<file path="src/sv/sha0_message_digest_assert.svh">
// ----------------------------------------------------------------------------
// SHA-0 digest assertion macros
// Property wrappers shared by the digest block, clocked on i_clk and
// disabled while i_rst_n is low.
// ----------------------------------------------------------------------------
`ifndef SHA0_MESSAGE_DIGEST_ASSERT_SVH
`define SHA0_MESSAGE_DIGEST_ASSERT_SVH

// consequent must hold in the same cycle as the antecedent
`define SHA0_ASSERT_NOW(lbl, ante, cons, msg) \
    lbl: assert property (@(posedge i_clk) disable iff (!i_rst_n) \
        (ante) |-> (cons)) else $error(msg);

// consequent must hold in the cycle after the antecedent
`define SHA0_ASSERT_NEXT(lbl, ante, cons, msg) \
    lbl: assert property (@(posedge i_clk) disable iff (!i_rst_n) \
        (ante) |=> (cons)) else $error(msg);

`endif

</file>
<file path="src/sv/sha0_pkg.sv">
// ----------------------------------------------------------------------------
// SHA-0 digest package
// Shared types, round constants and initial chaining value.
// ----------------------------------------------------------------------------
package sha0_pkg;

    localparam int CHAIN_WORDS = 5;
    localparam int BLOCK_WORDS = 16;

    typedef logic [31:0] t_word;
    typedef logic [CHAIN_WORDS-1:0][31:0] t_chain;
    typedef logic [6:0] t_rnd;
    typedef logic [3:0] t_pos;
    typedef logic [2:0] t_out_idx;

    localparam t_rnd ROUND_LAST = 7'd79;
    localparam t_rnd ROUND_P1   = 7'd20;
    localparam t_rnd ROUND_P2   = 7'd40;
    localparam t_rnd ROUND_P3   = 7'd60;

    localparam t_word K0 = 32'h5A827999;
    localparam t_word K1 = 32'h6ED9EBA1;
    localparam t_word K2 = 32'h8F1BBCDC;
    localparam t_word K3 = 32'hCA62C1D6;

    // entry 0 is the most significant digest word
    localparam t_chain CHAIN_IV = {32'hC3D2E1F0, 32'h10325476, 32'h98BADCFE,
                                   32'hEFCDAB89, 32'h67452301};

    localparam t_word    PAD_ONLY     = 32'h8000_0000;
    localparam t_pos     POS_LAST     = 4'd15;
    localparam t_pos     POS_LEN_HI   = 4'd14;
    localparam t_out_idx OUT_LAST     = 3'd4;
    localparam logic [2:0] BYTES_FULL = 3'd4;

    typedef enum logic [2:0] {
        S_IDLE,
        S_FILL,
        S_ROUND,
        S_ADD,
        S_OUT
    } t_state;

    typedef enum logic [1:0] {
        PH_PAD,
        PH_ZERO,
        PH_LEN_LO,
        PH_DONE
    } t_phase;

    typedef struct packed {
        logic  push;
        logic  step;
        t_word data;
    } t_buf_ctl;

    typedef struct packed {
        logic init;
        logic load;
        logic step;
        logic add;
    } t_core_ctl;

endpackage

</file>
<file path="src/sv/sha0_sched.sv">
// ----------------------------------------------------------------------------
// SHA-0 block buffer and message schedule
// Sixteen-word shift line: loads the block, then expands the schedule one
// word per round without rotate.
// ----------------------------------------------------------------------------
module sha0_sched (
    input  logic              i_clk,
    input  sha0_pkg::t_buf_ctl i_ctl,
    output sha0_pkg::t_word   o_w
);
    import sha0_pkg::*;

    t_word r_w [BLOCK_WORDS];
    t_word n_expand;

    // window holds w[t] .. w[t+15], oldest at entry 0
    assign n_expand = r_w[13] ^ r_w[8] ^ r_w[2] ^ r_w[0];
    assign o_w      = r_w[0];

    always_ff @(posedge i_clk) begin
        if (i_ctl.push || i_ctl.step) begin
            for (int i = 0; i < BLOCK_WORDS - 1; i++) begin
                r_w[i] <= r_w[i+1];
            end
            r_w[BLOCK_WORDS-1] <= i_ctl.push ? i_ctl.data : n_expand;
        end
    end

endmodule

</file>
<file path="src/sv/sha0_round.sv">
// ----------------------------------------------------------------------------
// SHA-0 round unit
// Working registers a..e, one round per step, and the chaining words.
// ----------------------------------------------------------------------------
module sha0_round (
    input  logic                i_clk,
    input  logic                i_rst_n,
    input  sha0_pkg::t_core_ctl i_ctl,
    input  sha0_pkg::t_rnd      i_round,
    input  sha0_pkg::t_word     i_w,
    output sha0_pkg::t_chain    o_chain
);
    import sha0_pkg::*;

    t_chain r_chain;
    t_word  r_a, r_b, r_c, r_d, r_e;
    t_word  n_f, n_k, n_t;

    always_comb begin
        if (i_round < ROUND_P1) begin
            n_f = (r_b & r_c) | (~r_b & r_d);
            n_k = K0;
        end else if (i_round < ROUND_P2) begin
            n_f = r_b ^ r_c ^ r_d;
            n_k = K1;
        end else if (i_round < ROUND_P3) begin
            n_f = (r_b & r_c) | (r_b & r_d) | (r_c & r_d);
            n_k = K2;
        end else begin
            n_f = r_b ^ r_c ^ r_d;
            n_k = K3;
        end
        n_t = {r_a[26:0], r_a[31:27]} + n_f + r_e + i_w + n_k;
    end

    always_ff @(posedge i_clk) begin
        if (!i_rst_n || i_ctl.init) begin
            r_chain <= CHAIN_IV;
        end else if (i_ctl.add) begin
            r_chain[0] <= r_chain[0] + r_a;
            r_chain[1] <= r_chain[1] + r_b;
            r_chain[2] <= r_chain[2] + r_c;
            r_chain[3] <= r_chain[3] + r_d;
            r_chain[4] <= r_chain[4] + r_e;
        end
    end

    always_ff @(posedge i_clk) begin
        if (i_ctl.load) begin
            r_a <= r_chain[0];
            r_b <= r_chain[1];
            r_c <= r_chain[2];
            r_d <= r_chain[3];
            r_e <= r_chain[4];
        end else if (i_ctl.step) begin
            r_e <= r_d;
            r_d <= r_c;
            r_c <= {r_b[1:0], r_b[31:2]};
            r_b <= r_a;
            r_a <= n_t;
        end
    end

    assign o_chain = r_chain;

endmodule

</file>
<file path="src/sv/sha0_message_digest.sv">
// ----------------------------------------------------------------------------
// SHA-0 message digest
// A word is taken while idle; the word that completes a block holds the
// input through the load on accept, 80 rounds on one shared round adder
// and the add. A final word adds the fill of pad, zero and length words
// into one or two padding blocks, each with its rounds and add, then 5
// digest items, one per cycle when not stalled.
// Synchronous active-low reset restores the initial chaining value, zero
// bit count and word position; the block buffer is not cleared.
// ----------------------------------------------------------------------------
module sha0_message_digest (
    input  logic        i_clk,
    input  logic        i_rst_n,
    input  logic        i_valid,
    output logic        o_stall,
    input  logic [31:0] i_message_word,
    input  logic [2:0]  i_byte_count,
    input  logic        i_final_word,
    output logic        o_valid,
    input  logic        i_stall,
    output logic [31:0] o_digest_word,
    output logic [2:0]  o_word_number,
    output logic        o_run_end
);
    import sha0_pkg::*;

    t_state      r_state, n_state;
    t_pos        r_pos, n_pos;
    logic [63:0] r_len, n_len;
    t_phase      r_phase, n_phase;
    t_rnd        r_rnd, n_rnd;
    t_out_idx    r_out, n_out;
    logic        r_final, n_final;
    t_word       r_pad, n_pad;

    t_buf_ctl    buf_ctl;
    t_core_ctl   core_ctl;
    t_word       sched_w;
    t_chain      chain;
    logic [2:0]  nbytes;
    t_word       pad_word;

    sha0_sched u_sched (
        .i_clk (i_clk),
        .i_ctl (buf_ctl),
        .o_w   (sched_w)
    );

    sha0_round u_round (
        .i_clk   (i_clk),
        .i_rst_n (i_rst_n),
        .i_ctl   (core_ctl),
        .i_round (r_rnd),
        .i_w     (sched_w),
        .o_chain (chain)
    );

    // saturate the byte count and build the padded last word
    always_comb begin
        nbytes = (i_byte_count > BYTES_FULL) ? BYTES_FULL : i_byte_count;
        case (nbytes)
            3'd0:    pad_word = PAD_ONLY;
            3'd1:    pad_word = {i_message_word[31:24], 24'h80_0000};
            3'd2:    pad_word = {i_message_word[31:16], 16'h8000};
            3'd3:    pad_word = {i_message_word[31:8], 8'h80};
            default: pad_word = PAD_ONLY;
        endcase
    end

    assign o_stall       = (r_state != S_IDLE);
    assign o_valid       = (r_state == S_OUT);
    assign o_digest_word = chain[r_out];
    assign o_word_number = r_out;
    assign o_run_end     = (r_out == OUT_LAST);

    always_comb begin
        n_state  = r_state;
        n_pos    = r_pos;
        n_len    = r_len;
        n_phase  = r_phase;
        n_rnd    = r_rnd;
        n_out    = r_out;
        n_final  = r_final;
        n_pad    = r_pad;
        buf_ctl  = '0;
        core_ctl = '0;

        case (r_state)
            S_IDLE: begin
                if (i_valid) begin
                    if (!i_final_word) begin
                        buf_ctl.push = 1'b1;
                        buf_ctl.data = i_message_word;
                        n_len        = r_len + 64'd32;
                    end else begin
                        n_final = 1'b1;
                        n_phase = PH_PAD;
                        n_state = S_FILL;
                        n_len   = r_len + 64'({nbytes, 3'b000});
                        if (nbytes == BYTES_FULL) begin
                            buf_ctl.push = 1'b1;
                            buf_ctl.data = i_message_word;
                            n_pad        = PAD_ONLY;
                        end else begin
                            n_pad = pad_word;
                        end
                    end
                end
            end
            S_FILL: begin
                buf_ctl.push = 1'b1;
                case (r_phase)
                    PH_PAD: begin
                        buf_ctl.data = r_pad;
                        n_phase      = PH_ZERO;
                    end
                    PH_ZERO: begin
                        if (r_pos == POS_LEN_HI) begin
                            buf_ctl.data = r_len[63:32];
                            n_phase      = PH_LEN_LO;
                        end else begin
                            buf_ctl.data = '0;
                        end
                    end
                    PH_LEN_LO: begin
                        buf_ctl.data = r_len[31:0];
                        n_phase      = PH_DONE;
                    end
                    default: begin
                        buf_ctl.push = 1'b0;
                    end
                endcase
            end
            S_ROUND: begin
                core_ctl.step = 1'b1;
                buf_ctl.step  = 1'b1;
                n_rnd         = r_rnd + 7'd1;
                if (r_rnd == ROUND_LAST) begin
                    n_state = S_ADD;
                end
            end
            S_ADD: begin
                core_ctl.add = 1'b1;
                if (!r_final) begin
                    n_state = S_IDLE;
                end else if (r_phase == PH_DONE) begin
                    n_state = S_OUT;
                    n_out   = '0;
                end else begin
                    n_state = S_FILL;
                end
            end
            S_OUT: begin
                if (!i_stall) begin
                    if (r_out == OUT_LAST) begin
                        // start a new message
                        core_ctl.init = 1'b1;
                        n_pos         = '0;
                        n_len         = '0;
                        n_final       = 1'b0;
                        n_state       = S_IDLE;
                    end else begin
                        n_out = r_out + 3'd1;
                    end
                end
            end
            default: begin
                n_state = S_IDLE;
            end
        endcase

        // advance the position; a full block starts the rounds
        if (buf_ctl.push) begin
            n_pos = r_pos + 4'd1;
            if (r_pos == POS_LAST) begin
                n_state       = S_ROUND;
                n_rnd         = '0;
                core_ctl.load = 1'b1;
            end
        end
    end

    always_ff @(posedge i_clk) begin
        if (!i_rst_n) begin
            r_state <= S_IDLE;
        end else begin
            r_state <= n_state;
        end
    end

    always_ff @(posedge i_clk) begin
        if (!i_rst_n) begin
            r_pos   <= '0;
            r_len   <= '0;
            r_phase <= PH_PAD;
            r_rnd   <= '0;
            r_out   <= '0;
            r_final <= 1'b0;
        end else begin
            r_pos   <= n_pos;
            r_len   <= n_len;
            r_phase <= n_phase;
            r_rnd   <= n_rnd;
            r_out   <= n_out;
            r_final <= n_final;
        end
    end

    always_ff @(posedge i_clk) begin
        r_pad <= n_pad;
    end

`include "sha0_message_digest_assert.svh"

    `SHA0_ASSERT_NOW(a_out_blocks_in, o_valid, o_stall, "input taken while digest pending")
    `SHA0_ASSERT_NOW(a_full_block, r_state == S_ROUND, r_pos == '0, "rounds on partial block")
    `SHA0_ASSERT_NEXT(a_rounds_end, (r_state == S_ROUND) && (r_rnd == ROUND_LAST), r_state == S_ADD, "round count overrun")
    `SHA0_ASSERT_NEXT(a_restart, o_valid && !i_stall && o_run_end, (r_pos == '0) && (r_len == '0) && (r_state == S_IDLE), "no restart after digest")

endmodule

</file>
<file path="config.mk">
export PLATFORM = sky130hd
export DESIGN_NAME = sha0_message_digest
export DESIGN_NICKNAME = d
export VERILOG_FILES = /design/src/sv/sha0_pkg.sv /design/src/sv/sha0_sched.sv /design/src/sv/sha0_round.sv /design/src/sv/sha0_message_digest.sv
export VERILOG_INCLUDE_DIRS = /design/src /design/src/sv
export SDC_FILE = /design/constraint.sdc
export NUM_CORES = 2
export LEC_CHECK = 0
export BUFFER_PORTS_ARGS = -buffer_cell sky130_fd_sc_hd__buf_2
export CAP_MARGIN = 40
export CORE_ASPECT_RATIO = 1.4
export CORE_MARGIN = 3
export CORE_UTILIZATION = 65
export CTS_CLUSTER_SIZE = 12
export DETAILED_ROUTE_END_ITERATION = 7
export PLACE_DENSITY_LB_ADDON = 0.12
export SLEW_MARGIN = 40
export SYNTH_ARGS = -nofsm -noshare
export SYNTH_HDL_FRONTEND = slang
export SYNTH_SLANG_ARGS = --single-unit
</file>
<file path="constraint.sdc">
create_clock -name i_clk -period 34.9 [get_ports i_clk]
set_input_delay 6.98 -clock i_clk [delete_from_list [all_inputs] [get_ports i_clk]]
set_output_delay 6.98 -clock i_clk [all_outputs]
set_load 0.01 [all_outputs]
</file>
==> metrics <==
outcome complete, no violations; crit-path most repeated cell buf_6; Max Cap Viol 0; Routed WL 121000 um; Critical Path Start i_final_word; critical path arrival 10.48 ns; Worst setup SP type primary input; Die H 327 um; Nets 4718; IO Count 78; Reg area 0.0258 mm2; initial antenna violation count 2; layout cells sized above 1 7.29%; post-synthesis adder-cell area fraction 11.3%; Main synth FF type edfxtp_1; post-synthesis simple-gate area fraction 12.7%; CP Depth 9; CTS tree built; DRC errors left 0; Area Overhead vs Synth 9.13%; CTS clk-pin slew, worst paths 0.06 ns; Initial DRT Pass Iterations 7; endpoint class of the critical path register; Ys Warns 0; Placer Congestion 0.948; f_max 0.0982 GHz; ant diodes 0; CTS HTree Levels 3; clock share of power 38.5%; global-route wire length before repair 186000 um; Clock Skew 0.0382 ns; most frequent cells in the layout 697 x edfxtp_1, 687 x nand2_1, 246 x inv_1, 244 x a21oi_1, 242 x nor2_1; DPL Wire Length 83700 um; Die ar. 0.0771 mm2; Multi-input gate area 0.0207 mm2; sequential area share after synthesis 53.7%; Power Dens Cells 47.6 mW/mm2; NetSw 0.582 mW; Synth Area in XOR/XNOR 5.65%; Synth Area in Compound Gates 11.7%; CP Class primary input to register; TritonCTS buffer count 93; CP top delay family buffers and inverters; RSZ-0062 raised after global routing false; largest net degree at the start of global routing 171; worst path cell trace buf_2, inv_1, o21a_1, buf_4, nor2_2, nand2_4, buf_6, buf_6, buf_6; final setup vio count 0; Worst path slowest cell buf_6; Tmin final 10.18 ns; cells after synthesis 4257; ANT nets after route 0; Hold Fails Final Rpt 0; Switching Fraction 23.4%; setup ws final 24.72 ns; CTS Sinks 938; vias 33.1k; WHS Path Cells 0; CP bufs+invs 6; register bit total from synthesis 938; Yosys cell types 96; Power, Total 2.49 mW; clock latency at the later pin of the worst-skew pair 0.69 ns; CP Data Required Time 35.19 ns; root buffer cell clkbuf_16; WL per Instance 22.7 um; post-CTS setup buffers 0; Total Routing Usage GR 31.3%; fin crit share 29.2%; Critical R2R Capture u_round.r_a[28]; EDFF count, synth 697; Placement Setup Slack 23.91 ns; starting density of the core 65.7%; Crit Path Max Fanout 91; Post-Route Setup TNS 0 ns; RR Startpoint r_rnd[3]; Longest Clk Path Bufs 3; Core Rows 117; sequential power share 54.1%; worst hold path class register to register; GRT overflow 0; Async S/R FF share, synth 0%; PortBufs 77; Post-Syn Area 0.0479 mm2; worst vdd ir 0.0000481 V; most common library cell in the layout ignoring fill and taps edfxtp_1; power share of the combinational group 7.4%; final max-slew violation count 0; slowest stage delay, CP 0.69 ns; main area contributors after synthesis edfxtp_1 44%, dfxtp_1 10%, ha_1 6.1%; largest family of logic cells by synthesized area simple AND/OR/NAND/NOR gates; Hold-fix buffers, CTS 0; Net Count, Synth 4655; reg-to-reg setup timing slack 26.84 ns; slew margin rel. 43.9%; Int Power 1.91 mW; die width 235 um; syn avg cell area 11.3 um2; mux cell area share after synthesis 1.74%; initial drt markers 3142; Lkg Pwr 20.6 nW; CP Capture Point u_sched.r_w[1][100]; worst-margin pin slew 0.835 ns; post-CTS resize count 0; post-synth top area share 43.7%; Core Region 0.0729 mm2; R2R depth 25; drt via density 6.20; filler cell count 5146; area leader, netlist edfxtp_1; vias in the first global route 32.3k
[layout make-up]
type / instances / share of cell area, %
Multi-Input combinational cell: 2924 / 39.6
Clock inverter: 21 / 0.493
Sequential cell: 938 / 49.3
Timing Repair Buffer: 116 / 1.61
Tap cell: 952 / 2.28
Clock buffer: 143 / 4.98
Inverter: 247 / 1.77
[cell usage after synthesis, types with 25 or more instances]
| cell | count |
|---|---|
| nand2_1 | 690 |
| a22oi_1 | 29 |
| a21o_1 | 78 |
| nand4_1 | 29 |
| o21bai_1 | 27 |
| and3_1 | 38 |
| dfxtp_1 | 241 |
| and2_1 | 26 |
| nor2b_1 | 65 |
| a211oi_1 | 32 |
| nor2_1 | 245 |
| nor3_1 | 48 |
| mux4_2 | 32 |
| xnor2_1 | 162 |
| edfxtp_1 | 697 |
| nand3_1 | 81 |
| clkbuf_1 | 122 |
| a222oi_1 | 25 |
| o211ai_1 | 58 |
| ha_1 | 233 |
| inv_1 | 246 |
| fa_1 | 125 |
| o21ai_0 | 211 |
| xor2_1 | 147 |
| a21oi_1 | 244 |
| nand2b_1 | 28 |
[per-stage QoR]
stage	instance area, um2	utilization (%)	instances	hold slack, ns
finish	52300	71.7	5341	0.392
detailed placement	49400	67.7	5175	0.405
global placement	49300	67.6	5172	0.400
global route	52300	71.7	5341	0.408
floorplan	47900	-	4257	0.400
CTS	52200	71.6	5339	0.401
[state kept, by name, summed over array words and instances (netlist names)]
register         cells
r_pad               25
r_len               61
r_state              3
u_round.r_c         32
r_rnd                7
r_phase              2
r_final              1
u_round.r_a         32
u_sched.r_w        512
u_round.r_d         32
r_pos                4
u_round.r_e         32
u_round.o_chain    160
o_word_number        3
u_round.r_b         32
[worst reg2reg max path: stages, from the launching register on]
cell,delay [ns]
dfxtp_1,0.38
nand4_1,0.15
nor2b_1,0.40
inv_1,0.30
nor2_1,0.48
clkinv_1,0.26
nand2_1,0.19
buf_4,0.50
nor2_1,0.09
nor2_1,0.26
fa_1,0.54
fa_1,0.52
inv_1,0.05
fa_1,0.56
inv_1,0.06
ha_1,0.30
a211oi_1,0.30
o211ai_1,0.17
a32oi_1,0.46
o21bai_1,0.19
o41ai_1,0.62
o21ai_0,0.33
nor2b_1,0.22
nor2b_1,0.13
xor2_1,0.21
o21ai_0,0.10
[metal layers]
| metal | vias to the layer above | track usage, % | wire length [um] |
|---|---|---|---|
| li1 | 15300 | - | - |
| met1 | 16200 | 40.5 | 47500 |
| met2 | 1294 | 52.2 | 59000 |
| met3 | 294 | 4.77 | 8240 |
| met4 | 2 | 15.3 | 6550 |
| met5 | - | 0 | 13 |
[kinds of logic (layout without fill, tap and decap cells)]
kind of cell    count (synthesis)  count (layout)
mux                            43              43
buf+inv                       395             527
flops                         938             938
xor+xnor                      309             309
fa+ha+maj                     358             358
simple gates                 1346            1346
compound gates                868             868
[power by group through the flow]
stage               logic, mW  clock network [mW]  registers, mW
floorplan               0.125                   0           1.39
global placement        0.177                   0           1.37
detailed placement      0.184                   0           1.37
CTS                     0.185               0.975           1.35
global route            0.202                1.02           1.35
finish                  0.184               0.959           1.35
[worst min path at each step]
stage                                   start                   to  slack (ns)
final                      u_sched.r_w[0][33]    u_sched.r_w[0][1]        0.39
after global routing       u_sched.r_w[0][33]    u_sched.r_w[0][1]        0.41
after CTS                  u_sched.r_w[0][33]    u_sched.r_w[0][1]        0.40
after detailed placement  u_sched.r_w[0][136]  u_sched.r_w[0][104]        0.40
after global placement     u_sched.r_w[0][58]   u_sched.r_w[0][26]        0.40
after floorplan            u_sched.r_w[0][32]    u_sched.r_w[0][0]        0.40
Note: power is estimated with default switching activity, not from simulation.
